`src/rtl/morse_key_decoder_top_assert.svh`:
```
// Assertion macros for the Morse key decoder.
// Used by morse_key_decoder_top; no other dependencies.
`ifndef MORSE_KEY_DECODER_TOP_ASSERT_SVH
`define MORSE_KEY_DECODER_TOP_ASSERT_SVH

`ifndef ASSERT_OFF
// property held at every edge out of reset
`define MKD_ASSERT(lbl, clk, rst_n, prop, msg) \
  lbl: assert property (@(posedge clk) disable iff (!rst_n) (prop)) else $error(msg);
// antecedent implies consequent in the next cycle
`define MKD_ASSERT_NEXT(lbl, clk, rst_n, ante, cons, msg) \
  lbl: assert property (@(posedge clk) disable iff (!rst_n) (ante) |=> (cons)) else $error(msg);
`else
`define MKD_ASSERT(lbl, clk, rst_n, prop, msg)
`define MKD_ASSERT_NEXT(lbl, clk, rst_n, ante, cons, msg)
`endif

`endif

```
`src/rtl/mkd_pkg.sv`:
```
// Shared types, constants and the code table lookup for the Morse key decoder.
// No dependencies.
`default_nettype none

package mkd_pkg;

  localparam int unsigned CFG_W      = 16;
  localparam int unsigned CFG_IDX_W  = 2;
  localparam int unsigned SYM_W      = 8;   // widest symbol buffer supported
  localparam int unsigned LEN_W      = 4;   // widest symbol count supported
  localparam int unsigned LETTERS    = 26;
  localparam int unsigned LETTER_W   = 5;
  localparam int unsigned KIND_W     = 3;
  localparam int unsigned OUT_BITS_W = 4;
  localparam int unsigned OUT_LEN_W  = 3;

  localparam logic [CFG_W-1:0] DOT_LIMIT_RST  = 16'd250;
  localparam logic [CFG_W-1:0] DASH_LIMIT_RST = 16'd700;
  localparam logic [CFG_W-1:0] GAP_LIMIT_RST  = 16'd400;

  typedef enum logic [KIND_W-1:0] {
    KIND_DOT     = 3'd0,
    KIND_DASH    = 3'd1,
    KIND_BAD     = 3'd2,
    KIND_LETTER  = 3'd3,
    KIND_INVALID = 3'd4
  } kind_e;

  typedef enum logic [CFG_IDX_W-1:0] {
    REG_DOT_LIMIT  = 2'd0,
    REG_DASH_LIMIT = 2'd1,
    REG_GAP_LIMIT  = 2'd2
  } cfg_idx_e;

  // timing unit -> symbol buffer
  typedef struct packed {
    logic rel;       // release tick
    logic dot;
    logic dash;
    logic gap_over;  // idle spell has passed the gap limit
  } tm_evt_t;

  typedef struct packed {
    logic                  valid;
    kind_e                 kind;
    logic [LETTER_W-1:0]   letter;
    logic [OUT_BITS_W-1:0] bits;
    logic [OUT_LEN_W-1:0]  len;
  } res_t;

  typedef struct packed {
    logic [3:0] bits;
    logic [2:0] len;
  } code_entry_t;

  typedef struct packed {
    logic                hit;
    logic [LETTER_W-1:0] idx;
  } lookup_t;

  // A..Z, first symbol in bit 0, 1 = dash
  localparam code_entry_t CODE_ROM [LETTERS] = '{
    '{4'd2, 3'd2},  '{4'd1, 3'd4},  '{4'd5, 3'd4},  '{4'd1, 3'd3},
    '{4'd0, 3'd1},  '{4'd4, 3'd4},  '{4'd3, 3'd3},  '{4'd0, 3'd4},
    '{4'd0, 3'd2},  '{4'd14, 3'd4}, '{4'd5, 3'd3},  '{4'd2, 3'd4},
    '{4'd3, 3'd2},  '{4'd1, 3'd2},  '{4'd7, 3'd3},  '{4'd6, 3'd4},
    '{4'd11, 3'd4}, '{4'd2, 3'd3},  '{4'd0, 3'd3},  '{4'd1, 3'd1},
    '{4'd4, 3'd3},  '{4'd8, 3'd4},  '{4'd6, 3'd3},  '{4'd9, 3'd4},
    '{4'd13, 3'd4}, '{4'd3, 3'd4}
  };

  function automatic lookup_t code_lookup(input logic [SYM_W-1:0] bits,
                                          input logic [LEN_W-1:0] len);
    lookup_t r;
    r = '0;
    for (int i = 0; i < LETTERS; i++) begin
      if (!r.hit && LEN_W'(CODE_ROM[i].len) == len && SYM_W'(CODE_ROM[i].bits) == bits) begin
        r.hit = 1'b1;
        r.idx = LETTER_W'(i);
      end
    end
    return r;
  endfunction

endpackage

`default_nettype wire

```
`src/rtl/morse_key_decoder_top.sv`:
```
// Morse key decoder top level: one key sample per request, 0 or 1 result per sample.
// A result is in the output register in the cycle after its sample is taken.
// Throughput: one sample per cycle; input stalls only while the output register holds
// a result the sink has not taken.
// Reset (rst_ni, async, active low) clears timers, symbol buffer and output valid;
// limits return to 250 / 700 / 400. Depends on mkd_pkg, mkd_timing, mkd_symbuf.
`default_nettype none

`include "morse_key_decoder_top_assert.svh"

module morse_key_decoder_top
  import mkd_pkg::*;
#(
  parameter int unsigned MAX_SYMBOLS     = 4,
  parameter int unsigned TICK_COUNT_BITS = 16
) (
  input  wire logic                 clk_i,
  input  wire logic                 rst_ni,
  // key sample stream
  input  wire logic                 s_axis_tvalid,
  output logic                      s_axis_tready,
  input  wire logic [7:0]           s_axis_tdata,   // [0] key_level, rest zero
  // event stream
  output logic                      m_axis_tvalid,
  input  wire logic                 m_axis_tready,
  output logic [15:0]               m_axis_tdata,   // [4:0] letter_index, [8:5] code_bits,
                                                    // [11:9] code_length, rest zero
  output logic [KIND_W-1:0]         m_axis_tuser,   // [2:0] event_kind
  // register writes
  input  wire logic                 cfg_valid_i,
  output logic                      cfg_ready_o,
  input  wire logic [CFG_IDX_W-1:0] cfg_index_i,
  input  wire logic [CFG_W-1:0]     cfg_data_i
);

  // ---- limit registers: always ready, unknown index dropped ----
  logic [CFG_W-1:0] dot_limit_q, dash_limit_q, gap_limit_q;

  assign cfg_ready_o = 1'b1;

  always_ff @(posedge clk_i or negedge rst_ni) begin
    if (!rst_ni) begin
      dot_limit_q  <= DOT_LIMIT_RST;
      dash_limit_q <= DASH_LIMIT_RST;
      gap_limit_q  <= GAP_LIMIT_RST;
    end else if (cfg_valid_i) begin
      case (cfg_idx_e'(cfg_index_i))
        REG_DOT_LIMIT:  dot_limit_q  <= cfg_data_i;
        REG_DASH_LIMIT: dash_limit_q <= cfg_data_i;
        REG_GAP_LIMIT:  gap_limit_q  <= cfg_data_i;
        default: ;
      endcase
    end
  end

  // ---- request accept: the output register frees up if it is empty or drains now ----
  logic    step;
  tm_evt_t evt;
  res_t    res;

  assign s_axis_tready = !m_axis_tvalid || m_axis_tready;
  assign step          = s_axis_tvalid && s_axis_tready;

  mkd_timing #(
    .TICK_COUNT_BITS (TICK_COUNT_BITS)
  ) u_timing (
    .clk_i        (clk_i),
    .rst_ni       (rst_ni),
    .step_i       (step),
    .key_i        (s_axis_tdata[0]),
    .dot_limit_i  (dot_limit_q),
    .dash_limit_i (dash_limit_q),
    .gap_limit_i  (gap_limit_q),
    .evt_o        (evt)
  );

  // evt is all zero unless a sample is taken, so the buffer only moves on step
  mkd_symbuf #(
    .MAX_SYMBOLS (MAX_SYMBOLS)
  ) u_symbuf (
    .clk_i  (clk_i),
    .rst_ni (rst_ni),
    .evt_i  (evt),
    .res_o  (res)
  );

  // ---- output register ----
  logic        out_valid_q;
  logic [15:0] out_data_q;
  logic [KIND_W-1:0] out_kind_q;

  always_ff @(posedge clk_i or negedge rst_ni) begin
    if (!rst_ni) begin
      out_valid_q <= 1'b0;
    end else if (step && res.valid) begin
      out_valid_q <= 1'b1;
    end else if (m_axis_tready) begin
      out_valid_q <= 1'b0;
    end
  end

  always_ff @(posedge clk_i) begin
    if (step && res.valid) begin
      out_data_q <= {4'd0, res.len, res.bits, res.letter};
      out_kind_q <= res.kind;
    end
  end

  assign m_axis_tvalid = out_valid_q;
  assign m_axis_tdata  = out_data_q;
  assign m_axis_tuser  = out_kind_q;

  // ---- checks ----
  `MKD_ASSERT(a_no_accept_on_stall, clk_i, rst_ni,
    !(m_axis_tvalid && !m_axis_tready && s_axis_tready), "sample taken while output stalled")
  `MKD_ASSERT_NEXT(a_result_lands, clk_i, rst_ni, step && res.valid,
    m_axis_tvalid, "result lost on its way to the output register")
  `MKD_ASSERT(a_decode_clears, clk_i, rst_ni,
    !(m_axis_tvalid && (m_axis_tuser == KIND_LETTER || m_axis_tuser == KIND_INVALID)
      && m_axis_tdata[11:5] != 7'd0), "buffer not cleared on decode")

endmodule

`default_nettype wire

```
`src/rtl/mkd_timing.sv`:
```
// Press and idle timers with press classification.
// Depends on mkd_pkg.
`default_nettype none

module mkd_timing
  import mkd_pkg::*;
#(
  parameter int unsigned TICK_COUNT_BITS = 16
) (
  input  wire logic             clk_i,
  input  wire logic             rst_ni,
  input  wire logic             step_i,
  input  wire logic             key_i,
  input  wire logic [CFG_W-1:0] dot_limit_i,
  input  wire logic [CFG_W-1:0] dash_limit_i,
  input  wire logic [CFG_W-1:0] gap_limit_i,
  output tm_evt_t               evt_o
);

  localparam int unsigned CMP_W = (TICK_COUNT_BITS > CFG_W) ? TICK_COUNT_BITS : CFG_W;

  logic                       down_q, down_d;
  logic [TICK_COUNT_BITS-1:0] press_q, press_d;
  logic [TICK_COUNT_BITS-1:0] idle_q, idle_d;
  logic [TICK_COUNT_BITS-1:0] idle_inc, press_inc;

  assign press_inc = (&press_q) ? press_q : press_q + TICK_COUNT_BITS'(1);
  assign idle_inc  = (&idle_q)  ? idle_q  : idle_q  + TICK_COUNT_BITS'(1);

  always_comb begin
    down_d  = down_q;
    press_d = press_q;
    idle_d  = idle_q;
    evt_o   = '0;
    if (step_i) begin
      if (key_i) begin
        press_d = down_q ? press_inc : TICK_COUNT_BITS'(1);
        down_d  = 1'b1;
      end else if (down_q) begin
        down_d     = 1'b0;
        idle_d     = '0;
        evt_o.rel  = 1'b1;
        evt_o.dot  = CMP_W'(press_q) < CMP_W'(dot_limit_i);
        evt_o.dash = !evt_o.dot && (CMP_W'(press_q) < CMP_W'(dash_limit_i));
      end else begin
        idle_d         = idle_inc;
        evt_o.gap_over = CMP_W'(idle_inc) > CMP_W'(gap_limit_i);
      end
    end
  end

  always_ff @(posedge clk_i or negedge rst_ni) begin
    if (!rst_ni) begin
      down_q  <= 1'b0;
      press_q <= '0;
      idle_q  <= '0;
    end else begin
      down_q  <= down_d;
      press_q <= press_d;
      idle_q  <= idle_d;
    end
  end

endmodule

`default_nettype wire

```
`src/rtl/mkd_symbuf.sv`:
```
// Symbol buffer, overflow flag and letter decode; builds the result.
// Depends on mkd_pkg.
`default_nettype none

module mkd_symbuf
  import mkd_pkg::*;
#(
  parameter int unsigned MAX_SYMBOLS = 4
) (
  input  wire logic clk_i,
  input  wire logic rst_ni,
  input  tm_evt_t   evt_i,
  output res_t      res_o
);

  localparam int unsigned CNT_W = $clog2(MAX_SYMBOLS + 1);

  logic [MAX_SYMBOLS-1:0] bits_q, bits_d;
  logic [CNT_W-1:0]       cnt_q, cnt_d;
  logic                   ovf_q, ovf_d;
  lookup_t                look;

  assign look = code_lookup(SYM_W'(bits_q), LEN_W'(cnt_q));

  always_comb begin
    bits_d = bits_q;
    cnt_d  = cnt_q;
    ovf_d  = ovf_q;
    res_o  = '0;
    if (evt_i.rel) begin
      res_o.valid = 1'b1;
      res_o.kind  = evt_i.dot ? KIND_DOT : (evt_i.dash ? KIND_DASH : KIND_BAD);
      if (evt_i.dot || evt_i.dash) begin
        if (cnt_q < CNT_W'(MAX_SYMBOLS)) begin
          for (int i = 0; i < MAX_SYMBOLS; i++) begin
            if (evt_i.dash && cnt_q == CNT_W'(i)) bits_d[i] = 1'b1;
          end
          cnt_d = cnt_q + CNT_W'(1);
        end else begin
          ovf_d = 1'b1;
        end
      end
      res_o.bits = bits_d[OUT_BITS_W-1:0];
      res_o.len  = cnt_d[OUT_LEN_W-1:0];
    end else if (evt_i.gap_over && cnt_q != '0) begin
      res_o.valid = 1'b1;
      if (!ovf_q && look.hit) begin
        res_o.kind   = KIND_LETTER;
        res_o.letter = look.idx;
      end else begin
        res_o.kind = KIND_INVALID;
      end
      bits_d = '0;
      cnt_d  = '0;
      ovf_d  = 1'b0;
    end
  end

  always_ff @(posedge clk_i or negedge rst_ni) begin
    if (!rst_ni) begin
      bits_q <= '0;
      cnt_q  <= '0;
      ovf_q  <= 1'b0;
    end else begin
      bits_q <= bits_d;
      cnt_q  <= cnt_d;
      ovf_q  <= ovf_d;
    end
  end

endmodule

`default_nettype wire
```
`config.mk`:
```
export PLATFORM = sky130hd
export DESIGN_NAME = morse_key_decoder_top
export DESIGN_NICKNAME = d
export VERILOG_FILES = /design/src/rtl/mkd_pkg.sv /design/src/rtl/morse_key_decoder_top.sv /design/src/rtl/mkd_timing.sv /design/src/rtl/mkd_symbuf.sv
export VERILOG_INCLUDE_DIRS = /design/src /design/src/rtl
export SDC_FILE = /design/constraint.sdc
export NUM_CORES = 1
export LEC_CHECK = 0
export ABC_AREA = 1
export BUFFER_PORTS_ARGS = -buffer_cell sky130_fd_sc_hd__buf_2
export CAP_MARGIN = 20
export CORE_ASPECT_RATIO = 1.2
export CORE_MARGIN = 10
export CORE_UTILIZATION = 60
export CTS_CLUSTER_SIZE = 30
export DETAILED_ROUTE_END_ITERATION = 6
export GPL_TIMING_DRIVEN = 1
export PLACE_DENSITY = 0.9
export RECOVER_POWER = 50
export SETUP_SLACK_MARGIN = 0.1
export SYNTH_ARGS = -nofsm -noshare
export SYNTH_HDL_FRONTEND = slang
export SYNTH_SLANG_ARGS = --single-unit
```
`constraint.sdc`:
```
create_clock -name clk_i -period 3.7 [get_ports clk_i]
set_input_delay 0.37 -clock clk_i [delete_from_list [all_inputs] [get_ports clk_i]]
set_output_delay 0.37 -clock clk_i [all_outputs]
set_load 0.02 [all_outputs]
```
; After elaboration in Yosys (flattened, before gate mapping)
; Index checks and enable logic that the tools add are counted.
[totals]
register_bits = 105
wordCells = 213
input_bits = 31
[classes]
n_eq_ne = 24
n_mux = 59
n_addsub = 3
n_reduce_logical = 106
n_bitwise = 3
order_cmp = 4
[ops]
columns = op, n
row1 = 6-bit two-way mux, 26
row2 = 16-bit two-way mux, 4
row3 = 1-bit logical AND, 60
row4 = 16-bit by 1-bit adder with 16-bit output (second input constant), 2
row5 = 16-bit < comparator, 2
row6 = 16-bit AND reduction, 2
row7 = 1-bit zero test, 28
row8 = 4-bit two-way mux, 7
row9 = 3-bit two-way mux, 7
row10 = 4-bit equality test (first input constant), 5
row11 = 3-bit by 4-bit equality test with 1-bit output (first input constant), 4
row12 = 16-bit > comparator, 1
row13 = 1-bit two-way mux, 12
row14 = 9-bit two-way mux, 1
row15 = 2-bit by 4-bit equality test with 1-bit output (first input constant), 2
row16 = 2-bit AND reduction, 4
row17 = 2-bit by 3-bit equality test with 1-bit output (first input constant), 2
row18 = 3-bit by 2-bit equality test with 1-bit output (second input constant), 2
row19 = 3-bit AND reduction, 2
row20 = 5-bit two-way mux, 1
row21 = 5-bit OR reduction, 1
row22 = 1-bit by 4-bit equality test with 1-bit output (first input constant), 1
row23 = 4-bit zero test, 1
row24 = 2-bit != test (second input constant), 2
row25 = 16 further kinds, 20

; Depth between registers and ports, before layout
[depth]
ltp_word = 109
depth_mapped = 23
ltp_nobuf = 23

; By module
; A second synthesis with hierarchy kept.
[hier_totals]
cells_unflattened = 940
area_unflattened_um2 = 7119.3
[modules_own_cells]
columns = mod, seq_area_each_um2, cells_each, instances, area_per_inst_um2
row1 = mkd_timing, 825.8, 514, 1, 3423.3
row2 = morse_key_decoder_top, 1695.4, 245, 1, 2616.3
row3 = mkd_symbuf, 200.2, 181, 1, 1079.8

; Least setup slack after synthesis
; No wires, ideal clock.
[synth_path]
path_type = register to register
from = register u_timing.idle_q[0]
to = register out_data_q[0], in the netlist m_axis_tdata[0], enable pin
t_required_ns = 3.366
stages_incl_launch_ff = 22
arrival_ns = 3.080
setup_slack_ns = 0.286
n_path_buf = 0
setup_time_ns = 0.334
cell_sequence = dfrtp_1 ha_1 nand3_1 nor2_1 nand2_1 nor2_1 inv_1 nor3_1 nand3_1 inv_1 nor4_1 nand2_1 o21ai_0 inv_1 ha_1 nand3_1 o211a_1 o211ai_1 nand2_1 a221oi_2 nor2_1 inv_2
[synth_via]
elab_chain_cells = 10
word_cells_on_any_way = 11
cone_classes = add/sub (1) / order compare (1) / mux (6) / reduce/logical (3)
[synth_rtl]
columns = item, line_no
row1 = from (decl), mkd_timing.sv:24  ; logic [TICK_COUNT_BITS-1:0] idle_q, idle_d;
row2 = from (signal assigned), mkd_timing.sv:60  ; idle_q <= idle_d;
row3 = 16-bit by 1-bit adder with 16-bit output / 16-bit AND reduction (equally long branches), mkd_timing.sv:28  ; assign idle_inc = (&idle_q) ? idle_q : idle_q + TICK_COUNT_BITS'(1);
row4 = 16-bit two-way mux *, mkd_timing.sv:28
row5 = 16-bit > comparator *, mkd_timing.sv:47  ; evt_o.gap_over = CMP_W'(idle_inc) > CMP_W'(gap_limit_i);
row6 = 1-bit two-way mux *, mkd_timing.sv:39  ; end else if (down_q) begin
row7 = 4-bit two-way mux *, mkd_timing.sv:36  ; if (key_i) begin
row8 = 4-bit two-way mux *, mkd_timing.sv:35  ; if (step_i) begin
row9 = 1-bit logical AND *, mkd_symbuf.sv:45  ; end else if (evt_i.gap_over && cnt_q != '0) begin
row10 = 9-bit two-way mux *, mkd_symbuf.sv:45
row11 = 4-bit two-way mux *, mkd_symbuf.sv:30  ; if (evt_i.rel) begin
row12 = 1-bit logical AND *, morse_key_decoder_top.sv:103  ; if (step && res.valid) begin
row13 = to (signal assigned), morse_key_decoder_top.sv:104  ; out_data_q <= {4'd0, res.len, res.bits, res.letter};
row14 = to (decl), morse_key_decoder_top.sv:89  ; logic [15:0] out_data_q;
; Every way passes the cells marked *; elsewhere a longest branch is shown, timed or not.
; A chain may end at the register's enable or synchronous reset.

; Worst setup path in the final report
[layout_path]
from = register u_timing.idle_q[1]
to = register out_data_q[8], in the netlist m_axis_tdata[8], enable pin
; Same word-level chain as after synthesis.

==> run_summary.xml <==
<?xml version="1.0" encoding="UTF-8"?>
<metrics>
  <group name="clocking">
    <metric name="cts_hold_repair.buffers" unit="">0</metric>
    <metric name="maximum_level_of_the_cts_h_tree" unit="">3</metric>
    <metric name="worst_setup_hold_path_clk_slew" unit="ns">0.07</metric>
    <metric name="tritoncts" unit="">built</metric>
    <metric name="cts_buffers" unit="">9</metric>
    <metric name="clock_path_buffers" unit="">2</metric>
    <metric name="cts_sinks" unit="">105</metric>
    <metric name="clock_latency" unit="ns">0.35</metric>
    <metric name="clock_tree.root_cell" unit="">clkbuf_16</metric>
  </group>
  <group name="placement">
    <metric name="detailed_place.area" unit="mm²">0.006618</metric>
    <metric name="dp_cells" unit="">939</metric>
    <metric name="routabilityCongestion" unit="">0.9319</metric>
    <metric name="preCtsSetupSlack" unit="ns">0.01594</metric>
    <metric name="placement.io_buffers" unit="">40</metric>
    <metric name="place.detailed.hpwl" unit="mm">10.66</metric>
  </group>
  <group name="floorplanning">
    <metric name="num_rows" unit="">40</metric>
    <metric name="initial_utilization" unit="%">61.92</metric>
    <metric name="dieArea" unit="mm²">0.01494</metric>
    <metric name="die_x" unit="µm">113.2</metric>
    <metric name="core_area" unit="mm²">0.01011</metric>
    <metric name="die_h" unit="µm">131.9</metric>
    <metric name="ioPinCount" unit="">53</metric>
  </group>
  <group name="route">
    <metric name="routedWlPerCell" unit="µm">17.26</metric>
    <metric name="routed_wirelength" unit="mm">16.92</metric>
    <metric name="vias" unit="">5839</metric>
    <metric name="drt_iter0_markers" unit="">539</metric>
    <metric name="drt_first_pass_iters" unit="">7</metric>
    <metric name="drc_errors" unit="">5</metric>
    <metric name="detail_route.vias_per_cell" unit="">5.958</metric>
    <metric name="postRouteAntennaNets" unit="">0</metric>
  </group>
  <group name="finish">
    <metric name="syn_to_final_growth" unit="%">17.29</metric>
    <metric name="postLayoutCellArea" unit="mm²">0.007342</metric>
    <metric name="postLayoutCoreUtil" unit="%">72.62</metric>
    <metric name="commonest_cells_after_routing_fill_and_taps_aside" unit="">inv_1, nand2_1, dfrtp_1</metric>
    <metric name="post_layout_nonfiller_instances" unit="">980</metric>
    <metric name="finish.net_count" unit="">932</metric>
    <metric name="fraction_of_layout_cells_with_a_size_suffix_above_1" unit="%">19.09</metric>
    <metric name="final_common_cell" unit="">inv_1</metric>
    <metric name="fillCellCount" unit="">728</metric>
    <metric name="diodes" unit="">0</metric>
  </group>
  <group name="global_route">
    <metric name="maximum_number_of_pins_on_one_net_before_global_route_repair" unit="">71</metric>
    <metric name="grt_pass1_wl" unit="mm">26.28</metric>
    <metric name="grt.overflow.total" unit="">0</metric>
    <metric name="grt_util_all_layers" unit="%">20.90</metric>
    <metric name="number_of_global_route_vias_before_repair" unit="">5671</metric>
    <metric name="initial_antenna_violation_count" unit="">0</metric>
  </group>
  <group name="logic_synthesis">
    <metric name="ys_ff_latch" unit="">105</metric>
    <metric name="netlist_area" unit="mm²">0.006260</metric>
    <metric name="post_synthesis_cell_type_count" unit="">43</metric>
    <metric name="syn_inst" unit="">779</metric>
    <metric name="synth_seq_area_share" unit="%">43.47</metric>
    <metric name="yosys_warnings" unit="">0</metric>
    <metric name="synth.avg_cell_area" unit="µm²">8.036</metric>
  </group>
  <group name="worst_setup_path">
    <metric name="cp_data_required_time" unit="ns">3.77</metric>
    <metric name="worst_r2r_startpoint" unit="">u_timing.idle_q[1]$_DFFE_PN0P_</metric>
    <metric name="r2r_cells" unit="">22</metric>
    <metric name="critPathMostFrequentCell" unit="">nand2_1</metric>
    <metric name="critPathBufInv" unit="">5</metric>
    <metric name="startpoint" unit="">u_timing.idle_q[1]$_DFFE_PN0P_</metric>
    <metric name="worstPathMaxFanout" unit="">8</metric>
    <metric name="cpPeakStageDelay" unit="ns">0.37</metric>
    <metric name="critical_path.endpoint_type" unit="">flop</metric>
    <metric name="criticalPathCategory" unit="">reg -&gt; reg</metric>
    <metric name="critical_path_cell_count" unit="">22</metric>
    <metric name="crit_chain" unit="">ha_2 &gt; nand3_2 &gt; nor2_1 &gt; nand2_1 &gt; nor2_2 &gt; inv_2 &gt; nor3_4 &gt; nand3_2 &gt; inv_4 &gt; nor2_4 &gt; nand2_2 &gt; nor2_1 &gt; xor2_1 &gt; ha_1 &gt; nand2_1 &gt; nor3_4 &gt; nand2_1 &gt; a221oi_4 &gt; nor2_2 &gt; inv_2 &gt; buf_6 &gt; buf_12</metric>
    <metric name="critical_path.reg2reg.endpoint" unit="">m_axis_tdata[8]$_SDFFCE_PN0P_</metric>
    <metric name="cp-endpoint" unit="">m_axis_tdata[8]$_SDFFCE_PN0P_</metric>
    <metric name="cp.arrival" unit="ns">3.95</metric>
    <metric name="reg2reg_slack" unit="ns">-0.18</metric>
    <metric name="timing.critical_path.max_delay_family" unit="">simple AND/OR/NAND/NOR gates</metric>
    <metric name="type_of_origin_of_the_critical_path" unit="">flop</metric>
    <metric name="crit_path_top_delay_cell" unit="">ha_1</metric>
  </group>
  <group name="pwr">
    <metric name="total_switching_power" unit="W">0.001416</metric>
    <metric name="clock_power_share" unit="%">25.8</metric>
    <metric name="worst_ir_drop_vdd" unit="mV">0.3037</metric>
    <metric name="internal_power" unit="W">0.002391</metric>
    <metric name="power.density" unit="mW/mm²">518.6</metric>
    <metric name="netSwitchingFraction" unit="%">37.19</metric>
    <metric name="power_leakage" unit="nW">3.610</metric>
    <metric name="total_power" unit="W">0.003807</metric>
    <metric name="power.sequential.fraction" unit="%">39.3</metric>
    <metric name="p_comb_share" unit="%">34.9</metric>
  </group>
  <group name="sta">
    <metric name="rsz0062_at_grt" unit="">yes</metric>
    <metric name="timing.slew.headroom" unit="%">-18.06</metric>
    <metric name="hold_viol_final" unit="">0</metric>
    <metric name="final_worst_setup_slack" unit="ns">-0.1822</metric>
    <metric name="max_freq" unit="MHz">257.6</metric>
    <metric name="period_minus_slack" unit="ns">3.882</metric>
    <metric name="clock-skew-final" unit="ns">0.009830</metric>
    <metric name="timing.final.max_slew_violations" unit="">71</metric>
    <metric name="setup-violations-final" unit="">25</metric>
    <metric name="tightestPinTransition" unit="ns">1.771</metric>
    <metric name="timing.final.crit_share" unit="%">104.9</metric>
  </group>
  <group name="status">
    <metric name="outcome" unit="">finished with violations</metric>
    <metric name="failed_checks" unit="">DRC, capacitance limit, slew limit, setup timing</metric>
  </group>
  <group name="job">
    <metric name="max-cap-violations" unit="">1</metric>
  </group>
  <group name="worst_hold_path">
    <metric name="worst_hold_startpoint" unit="">cfg_data_i[1]</metric>
    <metric name="hold_path.class" unit="">in -&gt; reg</metric>
  </group>
</metrics>
==> cells in the mapped netlist, drive strengths merged <==
master	instances	area, µm²
nor4	6	37.54
a221oi	2	23.77
o2111ai	3	26.28
o221a	1	11.26
ha	52	650.6
nor2	66	260.3
o21ai	81	405.4
o211ai	4	30.03
inv	163	611.8
o211a	1	10.01
a22o	1	8.760
a21boi	3	22.52
or2	1	6.260
nand2	135	516.8
conb	2	7.510
a31oi	4	25.02
nand4	21	143.9
nand3	30	160.2
edfxtp	15	450.4
clkbuf	11	41.29
xor2	8	70.07
a2111oi	1	8.760
buf	5	37.54
o21a	4	30.03
nor3	18	100.1
a211oi	5	37.54
dfrtp	75	1877
a21oi	32	160.2
nor3b	2	15.01
o22ai	9	56.30
o21bai	2	15.01
dfstp	15	394.1
xnor2	1	8.760
==> through the flow <==
step / TNS [ns] / hold slack [ns]
2_1_floorplan: 0 / 0.07441
3_3_place_gp: 0 / 0.4656
3_5_place_dp: 0 / 0.4730
4_1_cts: 0 / 0.1765
5_1_grt: -9.142 / 0.3089
6_report: -2.971 / 0.2990
==> cell families after synthesis <==
group | count (synthesis) | share of synthesized area [%]
and+or+nand+nor | 279 | 19.81
other | 2 | 0.1200
buffers and inverters | 179 | 11.03
xor gates and xnor gates | 9 | 1.259
DFF | 105 | 43.47
adders and majority gates | 52 | 10.39
AOI/OAI and AO/OA | 153 | 13.91
==> final cells by class <==
type | instances | area [µm²] | share of cell area (%)
clock buffer | 13 | 260.3 | 3.545
timing repair buffer | 72 | 465.4 | 6.339
tap | 126 | 157.7 | 2.147
clock inverter | 3 | 40.04 | 0.5453
multi-input combinational | 498 | 3083 | 41.99
inverter | 163 | 614.3 | 8.367
sequential | 105 | 2721 | 37.07
==> layer usage <==
layer	up-vias	GRT usage [%]	part of all wire, %
met5	-	0	0
met4	0	9.816	4.3
met3	67	3.871	8.1
met2	323	35.60	51
met1	2766	24.54	36
li1	2683	-	-
==> tightest hold or removal path: cells and delay by family <==
| family | cells | cell delay (ns) |
|---|---|---|
| buf+inv | 2 | 0.19 |
| compound gates | 1 | 0.09 |
==> registers in the layout (all words and copies together), names as in the netlist <==
signal,count
dash_limit_q,16
dot_limit_q,16
gap_limit_q,16
u_timing.idle_q,16
u_timing.press_q,16
m_axis_tdata,12
u_symbuf.bits_q,4
m_axis_tuser,3
u_symbuf.cnt_q,3
m_axis_tvalid,1
u_symbuf.ovf_q,1
u_timing.down_q,1
==> timing repair <==
item | CTS | global route
pin swaps | 13 | 21
buffers inserted | 18 | 6
gates resized for setup | 15 | 46
setup endpoints to repair | 29 | 29
gates cloned | 1 | 0
endpoints found under the hold margin | 0 | 0
==> worst min-delay path by stage <==
| stage | end | depth (start not counted) |
|---|---|---|
| after floorplan | dash_limit_q[0]$_DFFE_PN0P_ | 0 |
| after global placement | gap_limit_q[9]$_DFFE_PN0P_ | 2 |
| after detailed placement | dot_limit_q[12]$_DFFE_PN0P_ | 2 |
| after CTS | u_timing.press_q[9]$_DFFE_PN0P_ | 1 |
| after global routing | dot_limit_q[1]$_DFFE_PN1P_ | 3 |
| final | dot_limit_q[1]$_DFFE_PN1P_ | 3 |
==> power by group through the flow <==
stage / combinational [W] / sequential [W] / clock (W)
CTS: 0.00124 / 0.00149 / 0.000986
global placement: 0.00112 / 0.00150 / 0
global route: 0.00149 / 0.00152 / 0.00104
detailed placement: 0.00116 / 0.00151 / 0
finish: 0.00133 / 0.00150 / 0.000984
floorplan: 0.000865 / 0.00149 / 0
Note: power is estimated with default switching activity, not from simulation.
